--- config.mk ---
export PLATFORM = sky130hd
export DESIGN_NAME = ffha_cell
export DESIGN_NICKNAME = d
export VERILOG_FILES = /design/src/design/first_fit_heap_allocator_defines.svh /design/src/design/ffha_pkg.sv /design/src/design/ffha_cell.sv
export SDC_FILE = /design/constraint.sdc
export NUM_CORES = 1
export LEC_CHECK = 0
export BUFFER_PORTS_ARGS = -buffer_cell sky130_fd_sc_hd__buf_2
export CAP_MARGIN = 20
export CORE_AREA = 2 2 107 109
export CTS_CLUSTER_SIZE = 20
export DETAILED_ROUTE_END_ITERATION = 8
export DIE_AREA = 0 0 109 111
export PLACE_DENSITY = 0.66
export REMOVE_ABC_BUFFERS = 1
export SYNTH_ARGS = -nofsm -noshare
export SYNTH_HDL_FRONTEND = slang
export SYNTH_SLANG_ARGS = --single-unit
--- constraint.sdc ---
create_clock -name clk -period 2.9 [get_ports clk]
set_input_delay 0.145 -clock clk [delete_from_list [all_inputs] [get_ports clk]]
set_output_delay 0.145 -clock clk [all_outputs]
set_load 0.05 [all_outputs]
--- src/design/first_fit_heap_allocator_defines.svh ---
// Assertion macros for the allocator; empty when synthesizing.
`ifndef FIRST_FIT_HEAP_ALLOCATOR_DEFINES_SVH
`define FIRST_FIT_HEAP_ALLOCATOR_DEFINES_SVH

`ifndef SYNTHESIS
`define FFHA_ASSERT(lbl, ck, rs, prop, msg) \
  lbl: assert property (@(posedge ck) disable iff (rs) prop) else $error(msg);
`define FFHA_NEVER(lbl, ck, rs, expr, msg) \
  lbl: assert property (@(posedge ck) disable iff (rs) !(expr)) else $error(msg);
`else
`define FFHA_ASSERT(lbl, ck, rs, prop, msg)
`define FFHA_NEVER(lbl, ck, rs, expr, msg)
`endif

`endif

--- src/design/ffha_pkg.sv ---
package ffha_pkg;

  localparam int FREE_ENTRIES_DEF = 64;
  localparam int PAGE_BYTES_DEF   = 4096;
  localparam int HEADER_BYTES_DEF = 8;

  localparam int ADDR_W = 32;
  localparam int SIZE_W = 24;
  localparam int SZ_W   = 25;  // rounded request, can reach 2^24
  localparam int LIM_W  = 29;

  localparam logic [ADDR_W-1:0] RESET_HEAP_BASE = 32'hE000_0000;
  localparam logic [LIM_W-1:0]  RESET_INITIAL   = 29'h010_0000;
  localparam logic [LIM_W-1:0]  RESET_MAX       = 29'h100_0000;

  localparam logic [SZ_W-1:0] ROUND_ADD  = 25'd7;
  localparam logic [SZ_W-1:0] ROUND_MASK = ~25'd7;

  localparam logic [1:0] CFG_HEAP_BASE = 2'd0;
  localparam logic [1:0] CFG_INITIAL   = 2'd1;
  localparam logic [1:0] CFG_MAX       = 2'd2;

  localparam logic [2:0] STATUS_OK   = 3'd0;
  localparam logic [2:0] STATUS_ZERO = 3'd1;
  localparam logic [2:0] STATUS_OOM  = 3'd2;
  localparam logic [2:0] STATUS_FULL = 3'd3;
  localparam logic [2:0] STATUS_NULL = 3'd4;

  typedef enum logic [1:0] {
    ST_IDLE,
    ST_FIT,
    ST_GROW,
    ST_COMMIT
  } state_t;

  typedef struct packed {
    logic fit_en;
    logic grow_en;
    logic push;
    logic remove;
  } cell_ctrl_t;

endpackage

--- src/design/ffha_cell.sv ---
module ffha_cell import ffha_pkg::*; #(
  parameter int IDX = 0,
  parameter int CW  = 7
) (
  input  logic              clk,
  input  logic              rst,
  input  cell_ctrl_t        ctrl,
  input  logic [CW-1:0]     count,
  input  logic [SZ_W-1:0]   sz,
  input  logic [ADDR_W-1:0] newer_addr,
  input  logic [SIZE_W-1:0] newer_size,
  input  logic [ADDR_W-1:0] older_addr,
  input  logic [SIZE_W-1:0] older_size,
  input  logic              seen_in,
  input  logic [ADDR_W-1:0] sel_in,
  output logic [ADDR_W-1:0] addr,
  output logic [SIZE_W-1:0] size,
  output logic              seen_out,
  output logic [ADDR_W-1:0] sel_out
);

  logic fit;
  logic take;
  logic shift;
  logic occupied;

  assign occupied = count > CW'(IDX);
  assign seen_out = seen_in | fit;
  assign sel_out  = sel_in | ({ADDR_W{take}} & addr);

  always_ff @(posedge clk) begin
    if (rst) begin
      fit   <= 1'b0;
      take  <= 1'b0;
      shift <= 1'b0;
    end else begin
      if (ctrl.fit_en) begin
        fit <= occupied && ({1'b0, size} >= sz);
      end
      // first fit from the newest end: only the first hit takes, all after it close up
      if (ctrl.grow_en) begin
        take  <= fit & ~seen_in;
        shift <= seen_in | fit;
      end
    end
  end

  always_ff @(posedge clk) begin
    if (ctrl.push) begin
      addr <= newer_addr;
      size <= newer_size;
    end else if (ctrl.remove && shift) begin
      addr <= older_addr;
      size <= older_size;
    end
  end

endmodule

==> results.json <==
{
  "status": "finished, final reports clean",
  "tightest_slew_ns": 0.734,
  "syn_area_um2": 3370,
  "hold_slack_ns": 0.0330,
  "power_frac_seq_pct": 37.9,
  "netlist_top_cells_count": "edfxtp_1 (56), mux2_2 (56), a21o_1 (35)",
  "ctsResizeCount": 0,
  "antenna_cells": 0,
  "synthSimpleGateAreaFrac_pct": 4.42,
  "synth_top_area_share_pct": 50.0,
  "post-cts-setup-buffers": 0,
  "clk_latency_ns": 0.32,
  "fmax_mhz": 579,
  "globalplace.congestion": 0.832,
  "io_buffers": 271,
  "dieArea_um2": 12100,
  "ys_async_sr_fraction_pct": 0,
  "synth_top_family_by_area": "multiplexers",
  "cap_violations": 0,
  "worst-path-buf-inv": 0,
  "setup_tns_ns": 0,
  "grt_usage_pct": 15.6,
  "cp_max_fo": 2,
  "critPathMaxStageDelay_ns": 0.38,
  "routed_wl_um": 9550,
  "multi_input_area_um2": 1490,
  "nFillCells": 1041,
  "ys.flop_type": "edfxtp_1",
  "rows": 39,
  "synth-adder-area-share_pct": 8.92,
  "synth_seq_cells": 59,
  "start_util_pct": 30.4,
  "power_switching_w": 0.000860,
  "rsz0062_at_grt": "false",
  "comb_power_share_pct": 26.6,
  "start_kind": "flop",
  "leakagePower_nw": 2.68,
  "p_int_w": 0.00192,
  "synth_cell_types": 31,
  "syn_area_per_cell_um2": 13.3,
  "cp_slowest_cell": "edfxtp_1",
  "antenna_found_initial": 0,
  "die_h_um": 111,
  "dr.pass1.iters": 4,
  "postCtsHoldBufs": 0,
  "max-vdd-ir-drop_mv": 0.260,
  "area_growth_syn_to_layout_pct": 53.3,
  "hold_viol_final": 0,
  "holdCritPathClass": "in2reg",
  "wl_per_cell_um": 14.1,
  "synthMuxAreaShare_pct": 19.0,
  "synth_area_leaders": "edfxtp_1 (50%), mux2_2 (19%), ha_1 (8.9%)",
  "ioPinCount": 272,
  "worstSetupPathType": "reg2reg",
  "yosysSeqAreaShare_pct": 51.7,
  "drive_above_1_share_pct": 65.1,
  "yosysWarnings": 0,
  "p_clk_share_pct": 35.4,
  "arrival_ns": 1.91,
  "drt_iter0_markers": 63,
  "cts_made_buffers": 9,
  "fin_crit_ns": 1.73,
  "grt_pass1_vias": 3114,
  "min_period_over_period_pct": 59.5,
  "clock-sinks": 59,
  "die_width_um": 109,
  "final-seq-area_um2": 1740,
  "viasPerCell": 4.48,
  "num_vias": 3026,
  "p_sw_share_pct": 31.0,
  "grt_max_degree": 57,
  "synth_cells": 254,
  "clk_pin_slew_ns": 0.05,
  "power_density_nw_per_um2": 539,
  "hpwl_um": 7660,
  "synth_xor_area_share_pct": 0,
  "grt.overflow.total": 0,
  "ant_nets": 0,
  "grt_pass1_wl_um": 14400,
  "synth_top_area_cell": "edfxtp_1",
  "skew_ns": 0.00452,
  "critPathCaptureType": "flop",
  "crit_path_cell_trace": "ha_1, a21o_1, a21oi_1, o32ai_1, a2111oi_1, a211oi_1",
  "setup_viol_count_final": 0,
  "cts.htree.levels": 3,
  "core_um2": 11100,
  "synth-edff-count": 56,
  "clock_path_buffers": 2,
  "synth_compound_area_share_pct": 11.7,
  "layout.nets": 737,
  "ctsRootBufferMaster": "clkbuf_16",
  "drc": 0,
  "r2r_slack_ns": 1.17,
  "cpLargestDelayFamily": "compound AO/OA/AOI/OAI gates",
  "max_slew_margin_pct": 51.0,
  "required_ns": 3.09,
  "cts_tree": "done",
  "drv_slew": 0
}
[power by group through the flow]
stage	logic [W]	clock network, W	registers (W)
after floorplan	0.000272	0	0.00128
after global placement	0.000738	0	0.00107
after detailed placement	0.000747	0	0.00107
after CTS	0.000750	0.00103	0.00106
after global routing	0.000792	0.00105	0.00106
final	0.000741	0.000984	0.00105
[cell families (layout without fill, tap and decap cells)]
logic type / count (synthesis) / in the layout
flops: 59 / 59
compound gates: 57 / 57
mux: 57 / 57
buf+inv: 35 / 314
fa+ha+maj: 24 / 24
simple gates: 22 / 22
[path summary, 6_finish.rpt]
check           start  endpoint  cells after the start
min               rst      take                      2
max reg2reg  size[22]       fit                      6
min reg2reg      take      take                      2
max          size[22]       fit                      6
[cell usage in the layout, fill, tap and decap left out, types with 2 or more instances in the layout]
| cell | netlist | final |
|---|---|---|
| edfxtp_1 | 56 | 56 |
| a21o_1 | 35 | 34 |
| dfxtp_1 | 3 | 3 |
| inv_1 | 25 | 25 |
| buf_2 | 6 | 271 |
| a21oi_1 | 13 | 13 |
| clkbuf_16 | 0 | 9 |
| nor2_1 | 3 | 3 |
| clkinv_1 | 0 | 3 |
| mux2_2 | 56 | 56 |
| ha_1 | 24 | 24 |
| nand2_1 | 7 | 7 |
| buf_4 | 0 | 4 |
| o21ai_0 | 2 | 2 |
| nand3_1 | 2 | 2 |
[registers in the layout (all words and copies together) (netlist names)]
register,flops
shift,1
take,1
addr,32
size,24
fit,1
[stage by stage]
stage	util [%]	cell area [µm²]	setup WS (ns)	total power, W	cells
final	46.6	5160	1.17	0.00278	676
after global routing	46.6	5160	1.03	0.00291	676
after CTS	46.6	5160	1.18	0.00283	676
after detailed placement	44.1	4890	1.19	0.00182	662
after global placement	44.1	4890	1.21	0.00181	662
after floorplan	-	3320	0.980	0.00156	244
[metal layers]
layer	GRT usage (%)	wire, µm	vias up
met4	5.64	114	0
met2	28.4	4930	143
met1	17.0	3720	1370
met5	0	0	-
li1	-	-	1503
met3	4.17	790	10
[cell type report]
class	instances	share of cell area, %
clock inverter	5	0.897
clock buffer	9	4.37
tap	143	3.47
inverter	25	1.82
sequential	59	33.8
multi-input combinational	160	28.8
timing repair buffer	275	26.9
Power figures use the tool's default switching activity.
