===== src/design/first_fit_heap_allocator_defines.svh =====
// Assertion macros for the allocator; empty when synthesizing.
`ifndef FIRST_FIT_HEAP_ALLOCATOR_DEFINES_SVH
`define FIRST_FIT_HEAP_ALLOCATOR_DEFINES_SVH

`ifndef SYNTHESIS
`define FFHA_ASSERT(lbl, ck, rs, prop, msg) \
  lbl: assert property (@(posedge ck) disable iff (rs) prop) else $error(msg);
`define FFHA_NEVER(lbl, ck, rs, expr, msg) \
  lbl: assert property (@(posedge ck) disable iff (rs) !(expr)) else $error(msg);
`else
`define FFHA_ASSERT(lbl, ck, rs, prop, msg)
`define FFHA_NEVER(lbl, ck, rs, expr, msg)
`endif

`endif


===== src/design/ffha_pkg.sv =====
package ffha_pkg;

  localparam int FREE_ENTRIES_DEF = 64;
  localparam int PAGE_BYTES_DEF   = 4096;
  localparam int HEADER_BYTES_DEF = 8;

  localparam int ADDR_W = 32;
  localparam int SIZE_W = 24;
  localparam int SZ_W   = 25;  // rounded request, can reach 2^24
  localparam int LIM_W  = 29;

  localparam logic [ADDR_W-1:0] RESET_HEAP_BASE = 32'hE000_0000;
  localparam logic [LIM_W-1:0]  RESET_INITIAL   = 29'h010_0000;
  localparam logic [LIM_W-1:0]  RESET_MAX       = 29'h100_0000;

  localparam logic [SZ_W-1:0] ROUND_ADD  = 25'd7;
  localparam logic [SZ_W-1:0] ROUND_MASK = ~25'd7;

  localparam logic [1:0] CFG_HEAP_BASE = 2'd0;
  localparam logic [1:0] CFG_INITIAL   = 2'd1;
  localparam logic [1:0] CFG_MAX       = 2'd2;

  localparam logic [2:0] STATUS_OK   = 3'd0;
  localparam logic [2:0] STATUS_ZERO = 3'd1;
  localparam logic [2:0] STATUS_OOM  = 3'd2;
  localparam logic [2:0] STATUS_FULL = 3'd3;
  localparam logic [2:0] STATUS_NULL = 3'd4;

  typedef enum logic [1:0] {
    ST_IDLE,
    ST_FIT,
    ST_GROW,
    ST_COMMIT
  } state_t;

  typedef struct packed {
    logic fit_en;
    logic grow_en;
    logic push;
    logic remove;
  } cell_ctrl_t;

endpackage


===== src/design/ffha_bump.sv =====
module ffha_bump import ffha_pkg::*; #(
  parameter int PAGE_BYTES   = PAGE_BYTES_DEF,
  parameter int HEADER_BYTES = HEADER_BYTES_DEF
) (
  input  logic              clk,
  input  logic              stage1_en,
  input  logic              stage2_en,
  input  logic [ADDR_W-1:0] bump_ptr,
  input  logic [ADDR_W-1:0] limit,
  input  logic [SZ_W-1:0]   sz,
  input  logic [ADDR_W-1:0] heap_base,
  input  logic [LIM_W-1:0]  max_bytes,
  output logic              fail,
  output logic [ADDR_W-1:0] end_addr,
  output logic [ADDR_W-1:0] new_limit
);

  localparam int PW = $clog2(PAGE_BYTES);

  logic [ADDR_W:0]   end_q;
  logic [ADDR_W:0]   ceil_q;
  logic              over_q;
  logic [ADDR_W+1:0] d_q;
  logic [ADDR_W+1:0] round_d;
  logic [ADDR_W+2:0] grown;

  always_ff @(posedge clk) begin
    if (stage1_en) begin
      end_q  <= {1'b0, bump_ptr} + (ADDR_W+1)'(sz) + (ADDR_W+1)'(HEADER_BYTES);
      ceil_q <= {1'b0, heap_base} + (ADDR_W+1)'(max_bytes);
    end
    if (stage2_en) begin
      over_q <= end_q > {1'b0, limit};
      d_q    <= (ADDR_W+2)'(end_q) - (ADDR_W+2)'(limit) + (ADDR_W+2)'(PAGE_BYTES - 1);
    end
  end

  // whole pages above the current limit
  assign round_d   = {d_q[ADDR_W+1:PW], PW'(0)};
  assign grown     = (ADDR_W+3)'(limit) + (ADDR_W+3)'(round_d);
  assign new_limit = over_q ? grown[ADDR_W-1:0] : limit;
  assign end_addr  = end_q[ADDR_W-1:0];
  assign fail      = end_q[ADDR_W]
                   | (over_q & ((grown > (ADDR_W+3)'(ceil_q)) | (grown[ADDR_W+2:ADDR_W] != 3'b0)));

endmodule


===== config.mk =====
export PLATFORM = sky130hd
export DESIGN_NAME = ffha_bump
export DESIGN_NICKNAME = d
export VERILOG_FILES = /design/src/design/first_fit_heap_allocator_defines.svh /design/src/design/ffha_pkg.sv /design/src/design/ffha_bump.sv
export SDC_FILE = /design/constraint.sdc
export NUM_CORES = 1
export LEC_CHECK = 0
export ABC_AREA = 1
export BUFFER_PORTS_ARGS = -buffer_cell sky130_fd_sc_hd__buf_2
export CORE_MARGIN = 10
export CORE_UTILIZATION = 41
export CTS_CLUSTER_DIAMETER = 100
export DETAILED_ROUTE_END_ITERATION = 10
export GPL_TIMING_DRIVEN = 0
export SETUP_SLACK_MARGIN = 0.05
export SLEW_MARGIN = 20
export SYNTH_ARGS = -nofsm -noshare
export SYNTH_HDL_FRONTEND = slang
export SYNTH_SLANG_ARGS = --single-unit

===== constraint.sdc =====
create_clock -name clk -period 4.28 [get_ports clk]
set_clock_uncertainty 0.05 [all_clocks]
set_input_delay 0.214 -clock clk [delete_from_list [all_inputs] [get_ports clk]]
set_output_delay 0.214 -clock clk [all_outputs]
set_load 0.01 [all_outputs]

==> impl_results.md, run 1 <==
- Post-detail-place hpwl: 34.0 mm
- PortBufs: 217
- Synth Instances: 1,655
- Max cap viols: 0
- Req. time, crit path: 4.02 ns
- Combinational power share: 61.9%
- Final setup TNS: 0 ns
- Largest net degree at the start of global routing: 43
- Ant diodes: 0
- Met3 GRT Util: 2.65%
- Hold Crit Depth: 2
- Grt met1 use: 26.8%
- CP Capture Type: output port
- Most frequent cells in the layout: 354 x nand2_1, 266 x inv_1, 218 x buf_2, 185 x ha_1, 141 x nor2_1
- GP Congestion: 0.965
- Final hold vios: 0
- Clock tree sinks: 89
- Global-route wire length before repair: 60.2 mm
- Number of H-tree levels: 3
- Most common cell after layout, fill and taps aside: nand2_1
- Max-slew headroom: 58.6%
- CP Launch Type: flop
- Share of layout cells above drive strength 1: 18.2%
- Die Span Y: 192 µm
- Num rows: 62
- Worst-path fanout max: 4
- Die X-Extent: 192 µm
- Design Area, Final: 14,200 µm²
- Switching share of total power: 47.5%
- Initial antenna violation count: 0
- Synthesized area: 12,100 µm²
- Fmax: 252 MHz
- Vias in the first global route: 11,600
- FF-to-FF path depth: 11
- CTS tree: yes
- Seq pwr share: 23.3%
- Die area: 36,900 µm²
- Initial Utilization: 41.9%
- Core ar.: 28,900 µm²
- Most Crowded Layer GR: met2
- CTS buffer count: 9
- Fin nets: 2,254
- Final Cycle Share: 92.7%
- Setup CP Type: reg2out
- Worst-Margin Slew: 0.621 ns
- Avg WL per Cell: 16.9 µm
- Net Sw Power: 2760 µW
- Peak supply drop: 229 µV
- GRT overflow: 0
- Post-Route WL: 38.4 mm
- Hold Slack: 0.104 ns
- Synth warn: 0
- Hold Path Class: in2reg
- Post-synth top flop: edfxtp_1
- Post-Syn Nets: 2,024
- DRT Pass-1 Iters: 5
- Sequential-to-total area share from yosys stat: 22.0%
- Seq cells post-synth: 89
- Vias per inst: 5.00
- Met2 Use GR: 35.8%
- Post-synth EDFFs: 89
- Vias: 11,400
- Leakage: 0.00745 µW
- Remaining antenna violation count: 0
- Skew-Pair Late Insertion Delay: 0.35 ns
- Area delta synth->final: 17.1%
- Clock group share of total power: 14.8%
- Max-slew violation count: 0
- DRC viols: 0
- Ports: 218
- PD cells: 409 nW/µm²
- Placement Cell Area: 13,700 µm²
- Final setup fails: 0
- Cts hold-fix bufs: 0
- Minimum clock period: 3.97 ns
- Synth unique cells: 49
- CTS max path bufs: 2
- RSZ-0062 raised after global routing: no
- DRT iter0 DRCs: 618
- Status: completed
- Data arrival, critical path: 3.70 ns
- Mapped Avg Cell Area: 7.33 µm²
- Post-synth ARST share: 0%
- Pint: 3050 µW
- Root Buffer: clkbuf_16
- Clock transition at the registers of the reported paths: 0.08 ns
- All-layer global routing usage: 20.5%
==> flip-flops by register name, summed over array words and instances (netlist names) <==
signal,flops
over_q,1
end_q,33
ceil_q,33
d_q,22
==> metal layers <==
metal | part of all wire (%) | vias to the layer above
met1 | 47 | 5208
li1 | - | 5925
met5 | 0 | -
met2 | 48 | 211
met3 | 3.7 | 22
met4 | 1.2 | 0
==> stage by stage <==
step                      power, µW  utilization (%)  cells  setup WS [ns]
after floorplan                3720                -   1655           1.26
after global placement         4800             47.3   2256          0.156
after detailed placement       4830             47.4   2257          0.117
after CTS                      5740             48.6   2273         0.0595
after global routing           6350             49.1   2274         0.0427
final                          5810             49.1   2274          0.311
==> final timing paths <==
check	startpoint	to	slack, ns
worst max-delay path	d_q[12]	fail	0.31
worst min-delay path	sz[0]	end_q[0]	0.10
worst max register to register	end_q[13]	d_q[32]	1.43
worst min register to register	end_q[32]	d_q[33]	0.82
==> synth_stat cells (all sizes together), types with 2 or more instances <==
cell | count | area, µm²
o22ai | 3 | 18.8
a31oi | 6 | 37.5
a21boi | 3 | 48.8
nand2 | 358 | 1350
nor4 | 7 | 73.8
and3 | 2 | 12.5
fa | 18 | 360
buf | 46 | 340
o221ai | 2 | 17.5
a21o | 16 | 120
edfxtp | 89 | 2670
o21a | 7 | 52.6
o21ai | 86 | 468
xnor2 | 17 | 156
o21bai | 14 | 109
nor3 | 21 | 125
and2 | 4 | 25.0
nand4 | 27 | 169
nand3b | 5 | 37.5
o211ai | 4 | 35.0
a21oi | 145 | 744
inv | 268 | 1010
ha | 198 | 2480
nand3 | 78 | 395
xor2 | 71 | 622
clkbuf | 4 | 15.0
nor2 | 149 | 579
==> power by group through the flow <==
stage               Clock, µW  Sequential, µW  Combinational, µW
detailed placement          0            1360               3470
floorplan                   0            1300               2430
finish                    860            1360               3590
global route              911            1370               4060
global placement            0            1360               3440
CTS                       882            1340               3520
==> critical path, stage by stage (launching register included) <==
cell and delay, ns:
edfxtp_1 0.37, ha_2 0.21, fa_2 0.38, nand4_1 0.14
o211ai_4 0.13, nand2_1 0.08, nand2_1 0.10, nand2_1 0.08
nand2_1 0.08, xnor2_2 0.25, inv_1 0.11, ha_4 0.28
nand4_1 0.16, nor4_4 0.26, nand4_1 0.23, nand2_1 0.15
nand3_1 0.07, nand2_1 0.06, nand2_1 0.05, buf_2 0.15
==> layout make-up <==
| cell class | count | area [µm²] |
|---|---|---|
| clock inverter | 7 | 97.6 |
| timing repair buffer | 219 | 1120 |
| clock buffer | 9 | 225 |
| fill | 3004 | 14700 |
| buffer | 50 | 355 |
| sequential | 89 | 2670 |
| tap | 384 | 480 |
| inverter | 268 | 1010 |
| multi-input combinational | 1248 | 8260 |
==> logic make-up after synthesis <==
kind of cell             Yosys count  share of synthesized area, %
adder cells (fa/ha/maj)          216                          23.4
XOR/XNOR                          88                          6.42
flip-flops                        89                          22.0
AND/OR/NAND/NOR                  654                          23.1
buffers and inverters            318                          11.2
AO/OA/AOI/OAI                    290                          13.9
==> timing repair <==
action,CTS,global route
gates resized for setup,3,24
pin swaps,0,7
setup buffers,0,1
endpoints found under the setup margin,1,1
Power figures use the tool's default switching activity.
==> run 2, diff against run 1 <==
Clock period 4.28 ns to 4.4 ns, I/O delays scaled along.
==> impl_results.md, run 2 (synthesis gave the netlist of run 1 again) <==
- Fmax: 247 MHz
- Die Span Y: 192 µm (unchanged)
- Largest net degree at the start of global routing: 43 (unchanged)
- CP Launch Type: flop
- CP Capture Type: output port
- Ant diodes: 0 (unchanged)
- Global-route wire length before repair: 60.2 mm (unchanged)
- DRT Pass-1 Iters: 8 (+3)
- Max-slew violation count: 0 (unchanged)
- GRT overflow: 0 (unchanged)
- Hold Startpoint: sz[0]
- Placement Cell Area: 13,700 µm² (unchanged)
- Skew-Pair Late Insertion Delay: 0.35 ns (about the same)
- Cts hold-fix bufs: 0 (unchanged)
- R2R Path Start: end_q[13]
- Die X-Extent: 192 µm (unchanged)
- Num rows: 62 (unchanged)
- Final setup TNS: 0 ns (unchanged)
- Req. time, crit path: 4.13 ns (+0.11 ns)
- Vias in the first global route: 11,600 (-0.017%)
- Peak supply drop: 222 µV (-3.0%)
- GP Congestion: 0.965 (unchanged)
- Multi-input gate area: 8130 µm² (-1.5%)
- Post-detail-place hpwl: 34.0 mm (unchanged)
- PortBufs: 217 (unchanged)
- Clock transition at the registers of the reported paths: 0.08 ns (about the same)
- Area delta synth->final: 16.1%
- Crit path buffers/inverters: 2 (unchanged)
- Design Area, Final: 14,100 µm² (-0.88%)
- Overall power: 5570 µW (-4.2%)
- Final Cycle Share: 92.1%
- Status: completed
- CTS tree: yes
- Worst-path fanout max: 4 (unchanged)
- RSZ-0062 raised after global routing: no
- DRC viols: 0 (unchanged)
- CTS max path bufs: 2 (unchanged)
- Final hold vios: 0 (unchanged)
- Vias: 11,400 (+0.018%)
- Largest regs: ceil_q (33), end_q (33), d_q (22)
- Hold Path Class: in2reg
- CTS buffer count: 9 (unchanged)
- Setup CP Type: reg2out
- Reg area: 2670 µm² (unchanged)
- Minimum clock period: 4.05 ns
- CP max stage cell: fa_2
- Die area: 36,900 µm² (unchanged)
- Share of layout cells above drive strength 1: 17.3% (-0.90 points)
- Max cap viols: 0 (unchanged)
- All-layer global routing usage: 20.5% (unchanged)
- Data arrival, critical path: 3.78 ns (+0.08 ns)
- Initial antenna violation count: 0 (unchanged)
- Leakage: 0.00746 µW (+0.12%)
- Avg WL per Cell: 16.8 µm (-0.36%)
- PD cells: 395 nW/µm² (-3.3%)
- Worst-Margin Slew: 0.610 ns (-0.0111 ns)
- Number of H-tree levels: 3 (unchanged)
- CP max stage delay: 0.40 ns (+0.02 ns)
- Fin nets: 2,254 (unchanged)
- Initial Utilization: 41.9% (unchanged)
- CP cell instances: ha_1 > fa_2 > nand4_1 > o211ai_2 > nand2_1 > nand2_1 > nand2_1 > nand2_1 > xnor2_2 > inv_1 > ha_1 > nand4_1 > nor4_4 > nand4_1 > nand2_1 > nand3_1 > nand2_1 > nand2_1 > buf_2
- Ports: 218 (unchanged)
- Most frequent CP cell: nand2_1
- Hold Slack: 0.111 ns (+0.00633 ns)
- Post-Route WL: 38.3 mm (-0.36%)
- Root Buffer: clkbuf_16
- Most common cell after layout, fill and taps aside: nand2_1
- Clock tree sinks: 89 (unchanged)
- Final setup fails: 0 (unchanged)
- DRT iter0 DRCs: 581 (-6.0%)
- Most frequent cells in the layout: 355 x nand2_1, 266 x inv_1, 218 x buf_2, 198 x ha_1, 141 x nor2_1
- CP delay by family, top: simple AND/OR/NAND/NOR gates
- Worst Setup SP: d_q[12]
- Fillers: 3,018 (+0.47%)
- Core ar.: 28,900 µm² (unchanged)
- Max-slew headroom: 59.4% (+0.74 points)
- Vias per inst: 5.00 (about the same)
- Remaining antenna violation count: 0 (unchanged)
==> run 2: cell count changes in the layout (fill, tap and decap cells not counted), moves of 3 or more <==
cell	before	now
a21oi_1	136	139
ha_2	6	0
ha_1	185	198
a21oi_2	9	6
ha_4	7	0
==> run 2: worst paths after layout <==
check | end | slack, ns | depth (start not counted)
worst max register to register | d_q[32] | 1.56 | 11
worst min-delay path | end_q[0] | 0.11 | 2
worst max-delay path | fail | 0.35 | 19
worst min register to register | d_q[33] | 0.81 | 2
==> run 2: layout make-up <==
class                           instances  area share (%)
Inverter                              268            7.14
Clock inverter                          7           0.693
Buffer                                 50            2.52
Clock buffer                            9            1.60
Tap cell                              384            3.41
Timing Repair Buffer                  219            7.92
Multi-Input combinational cell       1248            57.7
Sequential cell                        89            19.0
==> run 2: power by group <==
part / internal (µW) / total [µW] / leakage, µW / switching (µW)
clock network: 460 / 835 / 0.000158 / 375
logic: 1260 / 3420 / 0.00643 / 2160
registers: 1190 / 1310 / 0.000870 / 118
total: 2910 / 5570 / 0.00746 / 2650
==> run 2: through the flow <==
stage               std cells  utilization, %  setup slack [ns]
floorplan                1655               -              1.38
global placement         2256            47.3             0.264
detailed placement       2257            47.4             0.228
CTS                      2273            48.6             0.122
global route             2274            48.7            0.0631
finish                   2274            48.7             0.346
==> run 2: worst reg2reg max path, stage by stage, from the launching register on <==
cell	delay (ns)
edfxtp_1	0.50
ha_1	0.25
inv_1	0.07
fa_1	0.43
inv_1	0.12
nand2_1	0.14
nor4_1	0.39
nand2_1	0.09
nand2_1	0.18
nand3_1	0.10
nand2_1	0.11
xor2_1	0.23
==> run 2: per-layer routing <==
layer | vias up | GRT usage, % | wire (µm)
met1 | 5207 | 26.8 | 18200
met4 | 0 | 3.19 | 317
met5 | - | 0 | 0
met3 | 16 | 2.65 | 1460
met2 | 219 | 35.8 | 18300
li1 | 5926 | - | -
==> run 2: repair_timing <==
item / in CTS / in global routing
resized for setup: 2 / 4
buffers inserted: 0 / 1
pin swaps: 0 / 4
endpoints found under the setup margin: 1 / 1
==> run 3, diff against run 2 <==
Settings changed: CELL_PAD_IN_SITES_DETAIL_PLACEMENT from default to 0, CELL_PAD_IN_SITES_GLOBAL_PLACEMENT from default to 1, CORE_MARGIN 10 to default, PLACE_DENSITY_LB_ADDON from default to 0.1.
==> impl_results.md, run 3 (synthesis gave the netlist of run 1 again) <==
- Status: completed
- CP Capture Type: output port
- Worst-path fanout max: 4 (unchanged)
- Clock tree sinks: 89 (unchanged)
- Max-slew violation count: 0 (unchanged)
- DRT Pass-1 Iters: 5 (-3)
- CP delay by family, top: simple AND/OR/NAND/NOR gates
- Cts hold-fix bufs: 0 (unchanged)
- Global-route wire length before repair: 58.0 mm (-3.7%)
- Req. time, crit path: 4.13 ns (about the same)
- Final core occ: 49.6% (+0.90 points)
- Remaining antenna violation count: 0 (unchanged)
- Vias: 11,500 (+1.5%)
- Seq pwr share: 22.6% (-0.9 points)
- CTS max path bufs: 2 (unchanged)
- Leakage: 0.00750 µW (+0.51%)
- Vias in the first global route: 11,500 (-1.6%)
- Peak supply drop: 223 µV (+0.58%)
- Post-Route WL: 36.3 mm (-5.3%)
- Fmax: 239 MHz (-2.9%)
- Ant diodes: 0 (unchanged)
- Max-slew headroom: 58.6% (-0.77 points)
- Vias per inst: 5.06 (+1.3%)
- Final worst slack: 0.225 ns (-0.121 ns)
- Pre-CTS setup slack: -0.0380 ns (-0.266 ns)
- Initial Utilization: 41.9% (unchanged)
- DRC viols: 0 (unchanged)
- Root Buffer: clkbuf_16
- CTS buffer count: 9 (unchanged)
- Hold Slack: 0.112 ns (+0.00151 ns)
- Post-Layout Cell Count: 2,278 (+0.18%)
- Core ar.: 28,900 µm² (unchanged)
- Largest regs: ceil_q (33), end_q (33), d_q (22)
- Final hold vios: 0 (unchanged)
- PortBufs: 217 (unchanged)
- Most frequent cells in the layout: 348 x nand2_1, 265 x inv_1, 218 x buf_2, 186 x ha_1, 140 x nor2_1
- Die Span Y: 174 µm (-9.4%)
- Initial antenna violation count: 0 (unchanged)
- CTS tree: yes
- Switching share of total power: 46.2% (-1.4 points)
- Area delta synth->final: 18.3%
- Num rows: 62 (unchanged)
- Final Cycle Share: 94.9% (+2.8 points)
- Share of layout cells above drive strength 1: 18.8% (+1.5 points)
- GRT overflow: 0 (unchanged)
- PD cells: 405 nW/µm² (+2.4%)
- Post-detail-place hpwl: 31.7 mm (-6.5%)
- CP max stage cell: edfxtp_1
- Clock group share of total power: 15.4% (+0.4 points)
- GP Congestion: 0.950 (-1.5%)
- DRT iter0 DRCs: 554 (-4.6%)
- Most common cell after layout, fill and taps aside: nand2_1
- Largest net degree at the start of global routing: 55 (+28%)
- Max cap viols: 0 (unchanged)
- All-layer global routing usage: 24.4% (+3.9 points)
- Avg WL per Cell: 15.9 µm (-5.4%)
- Final setup fails: 0 (unchanged)
- Minimum clock period: 4.18 ns (+0.121 ns)
- Die area: 30,300 µm² (-18%)
- Worst-Margin Slew: 0.621 ns (+0.0116 ns)
- Setup CP Type: reg2out
- Pint: 3120 µW (+7.2%)
- Number of H-tree levels: 3 (unchanged)
- CP Launch Type: flop
- Die X-Extent: 174 µm (-9.4%)
- Crit path buffers/inverters: 2 (unchanged)
- Clock transition at the registers of the reported paths: 0.07 ns (about the same)
- Combinational power share: 62.0% (+0.5 points)
- Ports: 218 (unchanged)
- Net Sw Power: 2680 µW (+1.2%)
- Placed cell count: 2,257 (unchanged)
- Fillers: 2,980 (-1.3%)
- Skew-Pair Late Insertion Delay: 0.35 ns (about the same)
- Hold Path Class: in2reg
- RSZ-0062 raised after global routing: no
- Fin nets: 2,258 (+0.18%)
- Most frequent CP cell: nand2_2
- Data arrival, critical path: 3.91 ns (+0.13 ns)
- CP cell instances: ha_4 > fa_2 > nand4_1 > o211ai_4 > nand2_1 > nand2_2 > nand2_1 > nand2_2 > xnor2_4 > inv_2 > ha_4 > nand4_1 > nor4_4 > nand4_1 > nand2_2 > nand3_2 > nand2_2 > nand2_1 > buf_2
- CP max stage delay: 0.42 ns (+0.02 ns)
run 3: cell types whose count changed in the layout (fill, tap and decap cells not counted), moves of 2 or more:
| cell | previous run | this run |
|---|---|---|
| ha_1 | 198 | 186 |
| ha_4 | 0 | 8 |
| nand2_1 | 355 | 348 |
| nand2_2 | 3 | 10 |
| a21oi_1 | 139 | 135 |
| a21oi_4 | 0 | 4 |
| buf_4 | 46 | 50 |
| ha_2 | 0 | 4 |
| inv_8 | 3 | 0 |
| bufinv_16 | 1 | 3 |
run 3: layout make-up:
type,instances,area (µm²),area share (%)
sequential,89,2670,18.6
timing repair buffer,223,1150,8.04
clock buffer,10,229,1.60
tap,384,480,3.35
clock inverter,6,115,0.802
inverter,268,1010,7.01
multi-input combinational,1248,8330,58.1
buffer,50,355,2.48
run 3: power groups by stage:
stage	registers [µW]	clock network [µW]	logic (µW)
after floorplan	1260	0	2360
after global placement	1310	0	3350
after detailed placement	1320	0	3380
after CTS	1300	918	3430
after global routing	1330	945	4050
final	1310	895	3600
run 3: final timing paths:
| kind | slack [ns] | cells after the start | from | to |
|---|---|---|---|---|
| worst max-delay path | 0.22 | 19 | d_q[12] | fail |
| worst min register to register | 0.74 | 2 | end_q[32] | d_q[33] |
| worst max register to register | 1.60 | 9 | end_q[21] | d_q[32] |
| worst min-delay path | 0.11 | 2 | sz[0] | end_q[0] |
run 3: timing repair:
action / CTS / global route
resized for setup: 3 / 40
setup endpoints to repair: 1 / 1
buffers inserted: 0 / 5
pin swaps: 2 / 13
run 3: through the flow:
step           total power (µW)  setup TNS [ns]  area (µm²)
2_1_floorplan              3620               0       12100
3_3_place_gp               4660         -0.0384       13700
3_5_place_dp               4700         -0.0380       13700
4_1_cts                    5640               0       14100
5_1_grt                    6320               0       14300
6_report                   5810               0       14300
run 3: routing by layer:
layer	wire, µm	share of wire, %	up-vias	track usage [%]
met1	16900	46	5281	32.1
met2	17200	47	284	42.7
met3	1520	4.2	41	2.32
met4	743	2.0	0	5.92
li1	-	-	5932	-
met5	0	0	-	0
